`src/hdl/prt_pkg.sv`:
```
// prt_pkg: shared types and constants of the path resampler
// datapath command codes, controller status, register map, number widths
// no dependencies
package prt_pkg;

  localparam int DIV_W  = 66;
  localparam int DIVR_W = 34;
  localparam int SQ_W   = 64;
  localparam int ROOT_W = 32;

  localparam logic [15:0] MIN_SPEED_Q8 = 16'd3;
  localparam logic [15:0] QUAT_MAX     = 16'd32767;

  localparam logic [1:0] REG_CRUISE_SPEED = 2'd0;
  localparam logic [1:0] REG_STOP_MODE    = 2'd1;
  localparam logic [1:0] REG_HORIZON      = 2'd2;
  localparam logic [1:0] REG_SPACING      = 2'd3;

  localparam logic [15:0] RST_CRUISE_SPEED = 16'd2048;
  localparam logic [31:0] RST_HORIZON      = 32'd3276800;
  localparam logic [31:0] RST_SPACING      = 32'd65536;

  localparam logic [4:0] OP_NONE     = 5'd0;
  localparam logic [4:0] OP_LOAD     = 5'd1;
  localparam logic [4:0] OP_RESTART  = 5'd2;
  localparam logic [4:0] OP_SQA      = 5'd3;
  localparam logic [4:0] OP_SQB      = 5'd4;
  localparam logic [4:0] OP_SQRT_LEN = 5'd5;
  localparam logic [4:0] OP_LEN      = 5'd6;
  localparam logic [4:0] OP_SKIP     = 5'd7;
  localparam logic [4:0] OP_DIV_W    = 5'd8;
  localparam logic [4:0] OP_DIV_Z    = 5'd9;
  localparam logic [4:0] OP_SQRT_Q   = 5'd10;
  localparam logic [4:0] OP_SET_W    = 5'd11;
  localparam logic [4:0] OP_SET_Z    = 5'd12;
  localparam logic [4:0] OP_MX       = 5'd13;
  localparam logic [4:0] OP_MY       = 5'd14;
  localparam logic [4:0] OP_DIV_PX   = 5'd15;
  localparam logic [4:0] OP_DIV_PY   = 5'd16;
  localparam logic [4:0] OP_SET_X    = 5'd17;
  localparam logic [4:0] OP_SET_Y    = 5'd18;
  localparam logic [4:0] OP_DIV_T    = 5'd19;
  localparam logic [4:0] OP_SET_T    = 5'd20;
  localparam logic [4:0] OP_EMIT     = 5'd21;
  localparam logic [4:0] OP_DIV_E    = 5'd22;
  localparam logic [4:0] OP_END      = 5'd23;

  typedef struct packed {
    logic [4:0] op;
  } cmd_t;

  typedef struct packed {
    logic div_busy;
    logic sqrt_busy;
    logic fresh;
    logic skip;
    logic last;
  } sts_t;

endpackage

```
`src/hdl/prt_ctrl.sv`:
```
// prt_ctrl: sequencer for one waypoint, drives datapath commands and handshakes
// depends on prt_pkg
module prt_ctrl (
  input  logic          clk,
  input  logic          rst_n,
  input  logic          in_valid,
  output logic          in_ready,
  output logic          out_valid,
  input  logic          out_ready,
  input  prt_pkg::sts_t sts,
  output prt_pkg::cmd_t cmd
);
  import prt_pkg::*;

  localparam logic [4:0] S_IDLE = 5'd0;
  localparam logic [4:0] S_DEC  = 5'd1;
  localparam logic [4:0] S_SQB  = 5'd2;
  localparam logic [4:0] S_LSQ  = 5'd3;
  localparam logic [4:0] S_LW   = 5'd4;
  localparam logic [4:0] S_CHK  = 5'd5;
  localparam logic [4:0] S_WDW  = 5'd6;
  localparam logic [4:0] S_WSW  = 5'd7;
  localparam logic [4:0] S_ZD   = 5'd8;
  localparam logic [4:0] S_ZDW  = 5'd9;
  localparam logic [4:0] S_ZSW  = 5'd10;
  localparam logic [4:0] S_MX   = 5'd11;
  localparam logic [4:0] S_PXD  = 5'd12;
  localparam logic [4:0] S_PXW  = 5'd13;
  localparam logic [4:0] S_MY   = 5'd14;
  localparam logic [4:0] S_PYD  = 5'd15;
  localparam logic [4:0] S_PYW  = 5'd16;
  localparam logic [4:0] S_TD   = 5'd17;
  localparam logic [4:0] S_TW   = 5'd18;
  localparam logic [4:0] S_EMIT = 5'd19;
  localparam logic [4:0] S_OUT  = 5'd20;
  localparam logic [4:0] S_ED   = 5'd21;
  localparam logic [4:0] S_EW   = 5'd22;

  logic [4:0] state_r, state_nxt;

  assign in_ready  = state_r == S_IDLE;
  assign out_valid = state_r == S_OUT;

  always_comb begin
    state_nxt = state_r;
    cmd.op    = OP_NONE;
    case (state_r)
      S_IDLE: begin
        if (in_valid) begin
          cmd.op    = OP_LOAD;
          state_nxt = S_DEC;
        end
      end
      S_DEC: begin
        if (sts.fresh) begin
          cmd.op    = OP_RESTART;
          state_nxt = S_IDLE;
        end else begin
          cmd.op    = OP_SQA;
          state_nxt = S_SQB;
        end
      end
      S_SQB: begin
        cmd.op    = OP_SQB;
        state_nxt = S_LSQ;
      end
      S_LSQ: begin
        cmd.op    = OP_SQRT_LEN;
        state_nxt = S_LW;
      end
      S_LW: begin
        if (!sts.sqrt_busy) begin
          cmd.op    = OP_LEN;
          state_nxt = S_CHK;
        end
      end
      S_CHK: begin
        if (sts.skip) begin
          cmd.op    = OP_SKIP;
          state_nxt = S_IDLE;
        end else begin
          cmd.op    = OP_DIV_W;
          state_nxt = S_WDW;
        end
      end
      S_WDW: begin
        if (!sts.div_busy) begin
          cmd.op    = OP_SQRT_Q;
          state_nxt = S_WSW;
        end
      end
      S_WSW: begin
        if (!sts.sqrt_busy) begin
          cmd.op    = OP_SET_W;
          state_nxt = S_ZD;
        end
      end
      S_ZD: begin
        cmd.op    = OP_DIV_Z;
        state_nxt = S_ZDW;
      end
      S_ZDW: begin
        if (!sts.div_busy) begin
          cmd.op    = OP_SQRT_Q;
          state_nxt = S_ZSW;
        end
      end
      S_ZSW: begin
        if (!sts.sqrt_busy) begin
          cmd.op    = OP_SET_Z;
          state_nxt = S_MX;
        end
      end
      S_MX: begin
        cmd.op    = OP_MX;
        state_nxt = S_PXD;
      end
      S_PXD: begin
        cmd.op    = OP_DIV_PX;
        state_nxt = S_PXW;
      end
      S_PXW: begin
        if (!sts.div_busy) begin
          cmd.op    = OP_SET_X;
          state_nxt = S_MY;
        end
      end
      S_MY: begin
        cmd.op    = OP_MY;
        state_nxt = S_PYD;
      end
      S_PYD: begin
        cmd.op    = OP_DIV_PY;
        state_nxt = S_PYW;
      end
      S_PYW: begin
        if (!sts.div_busy) begin
          cmd.op    = OP_SET_Y;
          state_nxt = S_TD;
        end
      end
      S_TD: begin
        cmd.op    = OP_DIV_T;
        state_nxt = S_TW;
      end
      S_TW: begin
        if (!sts.div_busy) begin
          cmd.op    = OP_SET_T;
          state_nxt = S_EMIT;
        end
      end
      S_EMIT: begin
        cmd.op    = OP_EMIT;
        state_nxt = S_OUT;
      end
      S_OUT: begin
        if (out_ready) begin
          state_nxt = sts.last ? S_ED : S_EMIT;
        end
      end
      S_ED: begin
        cmd.op    = OP_DIV_E;
        state_nxt = S_EW;
      end
      S_EW: begin
        if (!sts.div_busy) begin
          cmd.op    = OP_END;
          state_nxt = S_IDLE;
        end
      end
      default: state_nxt = S_IDLE;
    endcase
  end

  always_ff @(posedge clk) begin
    if (!rst_n) begin
      state_r <= S_IDLE;
    end else begin
      state_r <= state_nxt;
    end
  end

endmodule

```
`config.mk`:
```
export PLATFORM = sky130hd
export DESIGN_NAME = prt_ctrl
export DESIGN_NICKNAME = d
export VERILOG_FILES = /design/src/hdl/prt_pkg.sv /design/src/hdl/prt_ctrl.sv
export SDC_FILE = /design/constraint.sdc
export NUM_CORES = 1
export LEC_CHECK = 0
export BUFFER_PORTS_ARGS = -buffer_cell sky130_fd_sc_hd__buf_2
export CORE_MARGIN = 4
export CORE_UTILIZATION = 30
export CTS_CLUSTER_SIZE = 40
export DETAILED_ROUTE_END_ITERATION = 7
export GPL_TIMING_DRIVEN = 0
export HOLD_SLACK_MARGIN = 0.08
export PLACE_DENSITY = 0.45
export REMOVE_ABC_BUFFERS = 1
export SLEW_MARGIN = 30
export SYNTH_ARGS = -nofsm -noshare
export SYNTH_HDL_FRONTEND = slang
export SYNTH_SLANG_ARGS = --single-unit
```
`constraint.sdc`:
```
create_clock -name clk -period 1.75 [get_ports clk]
set_input_delay 0.175 -clock clk [delete_from_list [all_inputs] [get_ports clk]]
set_output_delay 0.175 -clock clk [all_outputs]
set_load 0.01 [all_outputs]
```
; Word-level counts from Yosys, hierarchy flattened
; Cells that the tools add are included.
[op_classes]
reduce_logical = 3
muxes = 27
n_eq_ne = 33
[op_table]
columns = operator, count
row1 = $pmux W5 S23, 1
row2 = $pmux W5 S21, 1
row3 = $mux W5, 15
row4 = $eq A5 B4 Y1 const B, 8
row5 = $eq A5 B5 Y1 const B, 7
row6 = $eq A5 B3 Y1 const B, 4
row7 = $ne A2 B2 Y1 const B, 10
row8 = $mux W4, 4
row9 = $reduce_and A11 Y1, 1
row10 = $eq A5 B2 Y1 const B, 2
row11 = $mux W3, 3
row12 = $eq A5 B1 Y1 const B, 1
row13 = $logic_not A5 Y1, 1
row14 = $mux W1, 2
row15 = $mux W2, 1
row16 = $ne A2 B1 Y1 const B, 1
row17 = $reduce_or A2 Y1, 1
[totals]
output_inout_bits = 7
word_cells = 64
register_bits = 5

; Logic depth before layout (Yosys ltp)
[logic_depth]
ltp_word = 3
mapped_depth = 7

; Worst setup path after synthesis
; OpenSTA, ideal clock, no wires.
[synth_path]
path_kind = register to output
from = reg state_r[0]
to = out cmd[0] (netlist bit)
n_path_buf = 2
path_stages_with_launch = 6
setup_slack_ns = 0.082
t_arrival_ns = 1.493
required_time_ns = 1.575
cell_sequence = dfxtp_1 -> buf_2 -> clkbuf_1 -> and2_1 -> a31oi_1 -> o311ai_0
[synth_lines]
columns = item, line_no
row1 = start: declaration, prt_ctrl.sv:39  ; logic [4:0] state_r, state_nxt;
row2 = start signal: assignment, prt_ctrl.sv:179  ; state_r <= state_nxt;
row3 = end: declaration, prt_ctrl.sv:11  ; output prt_pkg::cmd_t cmd

==> run summary <==
Status: finished, violations left
Failing checks: negative setup slack
Synthesis-stage register bit count: 5
GR Util met3: 4.61%
Critical Path End Type: output pin
Largest register FFs: 5
Clock Sink Count: 5
Hold crit path type: primary input to flip-flop
Vias per cell: 6.12
Cell area power density: 1430 nW/um^2
Mapped Area: 861 um^2
Number of global-route vias before repair: 1,113
Critical path type: flip-flop to output pin
Initial DRC Count: 49
TritonCTS Buffers: 3
Max FO, Critical Path: 6
Die area: 3790 um^2
Largest reg by FF count: state_r
Vias: 1,151
VDD IR-drop max: 1070 uV
Leakage dissipation: 0.488 nW
Largest net degree at the start of global routing: 17
Seq/Total Area, Yosys: 11.6%
Worst Clk Skew: 4.45 ps
CTS tree: yes
Cell Area, Placed: 916 um^2
H-Tree Depth: 1
Clock slew at reported path FFs: 40 ps
Final hold vios: 0
CTS Hold Bufs: 0
Final design utilization: 44.7%
Critical Path RT: 1570 ps
Syn Area/Cell: 6.67 um^2
Synth-to-Final Area Change: 43.2%
Syn. warnings: 0
Post-DP HPWL: 1730 um
Final RePlAce weighted congestion: 0.783
GR peak layer: met2
Core Rows: 19
Largest regs: state_r x5
Final Critical Period: 1880 ps
Post-route worst setup slack: -129 ps
Post-route cell area: 1230 um^2
Main synth FF type: dfxtp_1
ANT cells: 0
I/O Buffers: 15
Synth Instances: 129
Setup crit start: state_r[0]$_SDFFE_PN0P_
Grt met1 use: 26.9%
Clock Latency Late Sink: 240 ps
CP arrival: 1700 ps
RSZ-0062 raised after global routing: true
Die width: 61.6 um
Share of post-route cells with drive strength above 1: 41.4%
Final Net Count: 167
Core area: 2760 um^2
Post-Route WL: 3560 um
GRT overflow: 0
Post-synth EDFFs: 0
Initial antenna violation count: 0
Global Route met2 Usage: 30.8%
Die Span Y: 61.6 um
DRC: 0
# setup viols final: 4
Max frequency: 532 MHz
Async set-reset flop share out of synthesis: 0%
Initial Util: 31.2%
Distinct cells, synth: 47
Critical Path Start Type: flip-flop
RR Startpoint: state_r[2]$_SDFFE_PN0P_
Hold_ws: 203 ps
Max-cap violation count: 0
Routed wire per std cell: 18.9 um
GRT Util Overall: 19.7%
Initial DRT Pass Iterations: 5
Hold wc startpoint: rst_n
Clock Tree Root: clkbuf_4
Max_slew headroom: 77.8%
First-pass GRT wire length: 5490 um
Clk buf depth: 2
Antenna-violating nets left: 0
Final period util: 107%
Worst-margin pin slew: 332 ps
Pins Over Slew Limit: 0
Ports: 16
[synthesized netlist by cell type (2+ instances only)]
| cell | instances | share of area [%] |
|---|---|---|
| a211oi_1 | 2 | 1.7 |
| a21o_1 | 2 | 1.7 |
| a21oi_1 | 11 | 6.4 |
| a22oi_1 | 2 | 1.7 |
| a31oi_1 | 3 | 2.2 |
| buf_1 | 2 | 0.87 |
| buf_2 | 5 | 2.9 |
| clkbuf_1 | 4 | 1.7 |
| dfxtp_1 | 5 | 12 |
| inv_1 | 6 | 2.6 |
| mux2i_1 | 2 | 2.3 |
| nand2_1 | 8 | 3.5 |
| nand2b_1 | 3 | 2.2 |
| nand3_1 | 6 | 3.5 |
| nand4_1 | 2 | 1.5 |
| nor2_1 | 10 | 4.4 |
| nor2b_1 | 4 | 2.9 |
| nor3b_1 | 2 | 1.7 |
| o21ai_0 | 14 | 8.1 |
| o22ai_1 | 2 | 1.5 |
| o31ai_1 | 2 | 1.7 |
| o32ai_1 | 2 | 2.0 |
| or3_1 | 6 | 4.4 |
[where the power goes]
group	switching (mW)	leakage, nW	internal (mW)
Clock	0.0485	0.0150	0.0863
Combinational	0.751	0.429	0.632
Sequential	0.0772	0.0444	0.163
Total	0.877	0.488	0.881
[path summary, 6_finish.rpt]
path,endpoint,slack (ps),cells after the start
max,cmd[1],-130,6
min,state_r[1]$_SDFFE_PN0P_,200,3
max reg2reg,state_r[3]$_SDFFE_PN0P_,-90,6
min reg2reg,state_r[1]$_SDFFE_PN0P_,700,3
[critical path: stages (launching register included)]
cell	delay (ps)
dfxtp_4	380
nor4bb_4	320
a21oi_2	70
or3_1	320
a21boi_1	140
o211ai_1	80
buf_2	150
[placed cells by master (no fill, tap or decap), drive strengths merged, types with 2 or more instances in the layout]
cell / n
a31oi: 3
a22oi: 3
a21oi: 11
or3: 6
inv: 5
nand4: 3
nand2b: 3
a211oi: 2
clkbuf: 4
nand3: 6
nor3b: 2
o21ai: 14
nand2: 8
nor2: 10
a21o: 2
buf: 36
o22ai: 2
nor2b: 4
mux2i: 2
o32ai: 2
dfxtp: 5
o31ai: 2
[cell type report]
class                           instances  area [um^2]
Multi-Input combinational cell        106          759
Fill cell                             292         1530
Tap cell                               31         38.8
Timing Repair Buffer                   36          260
Inverter                                6         28.8
Clock buffer                            4         26.3
Sequential cell                         5          119
[metal layers]
metal | vias to the layer above | share of wire, %
met1 | 553 | 44
met4 | 0 | 0.51
li1 | 554 | -
met3 | 4 | 6.9
met2 | 40 | 49
met5 | - | 0
[cells by family after synthesis]
| kind of cell | count (synthesis) | share of synthesized area (%) |
|---|---|---|
| compound gates | 49 | 37.5 |
| mux | 3 | 4.07 |
| buf+inv | 18 | 9.45 |
| simple gates | 54 | 37.4 |
| flops | 5 | 11.6 |
[through the flow]
stage          TNS [ps]  cells  setup slack, ps  power, mW
2_1_floorplan      -437    117             -128      0.836
3_3_place_gp      -3620    163             -568       1.10
3_5_place_dp      -3570    163             -576       1.10
4_1_cts            -360    183             -118       1.50
5_1_grt            -963    188             -266       1.90
6_report           -421    188             -129       1.76
[timing repair]
item,4_1_cts,5_1_grt
setup endpoints to repair,12,9
resized for setup,18,26
buffers inserted,16,5
pin swaps,3,7
No activity file was read; power rests on OpenSTA's default activity.
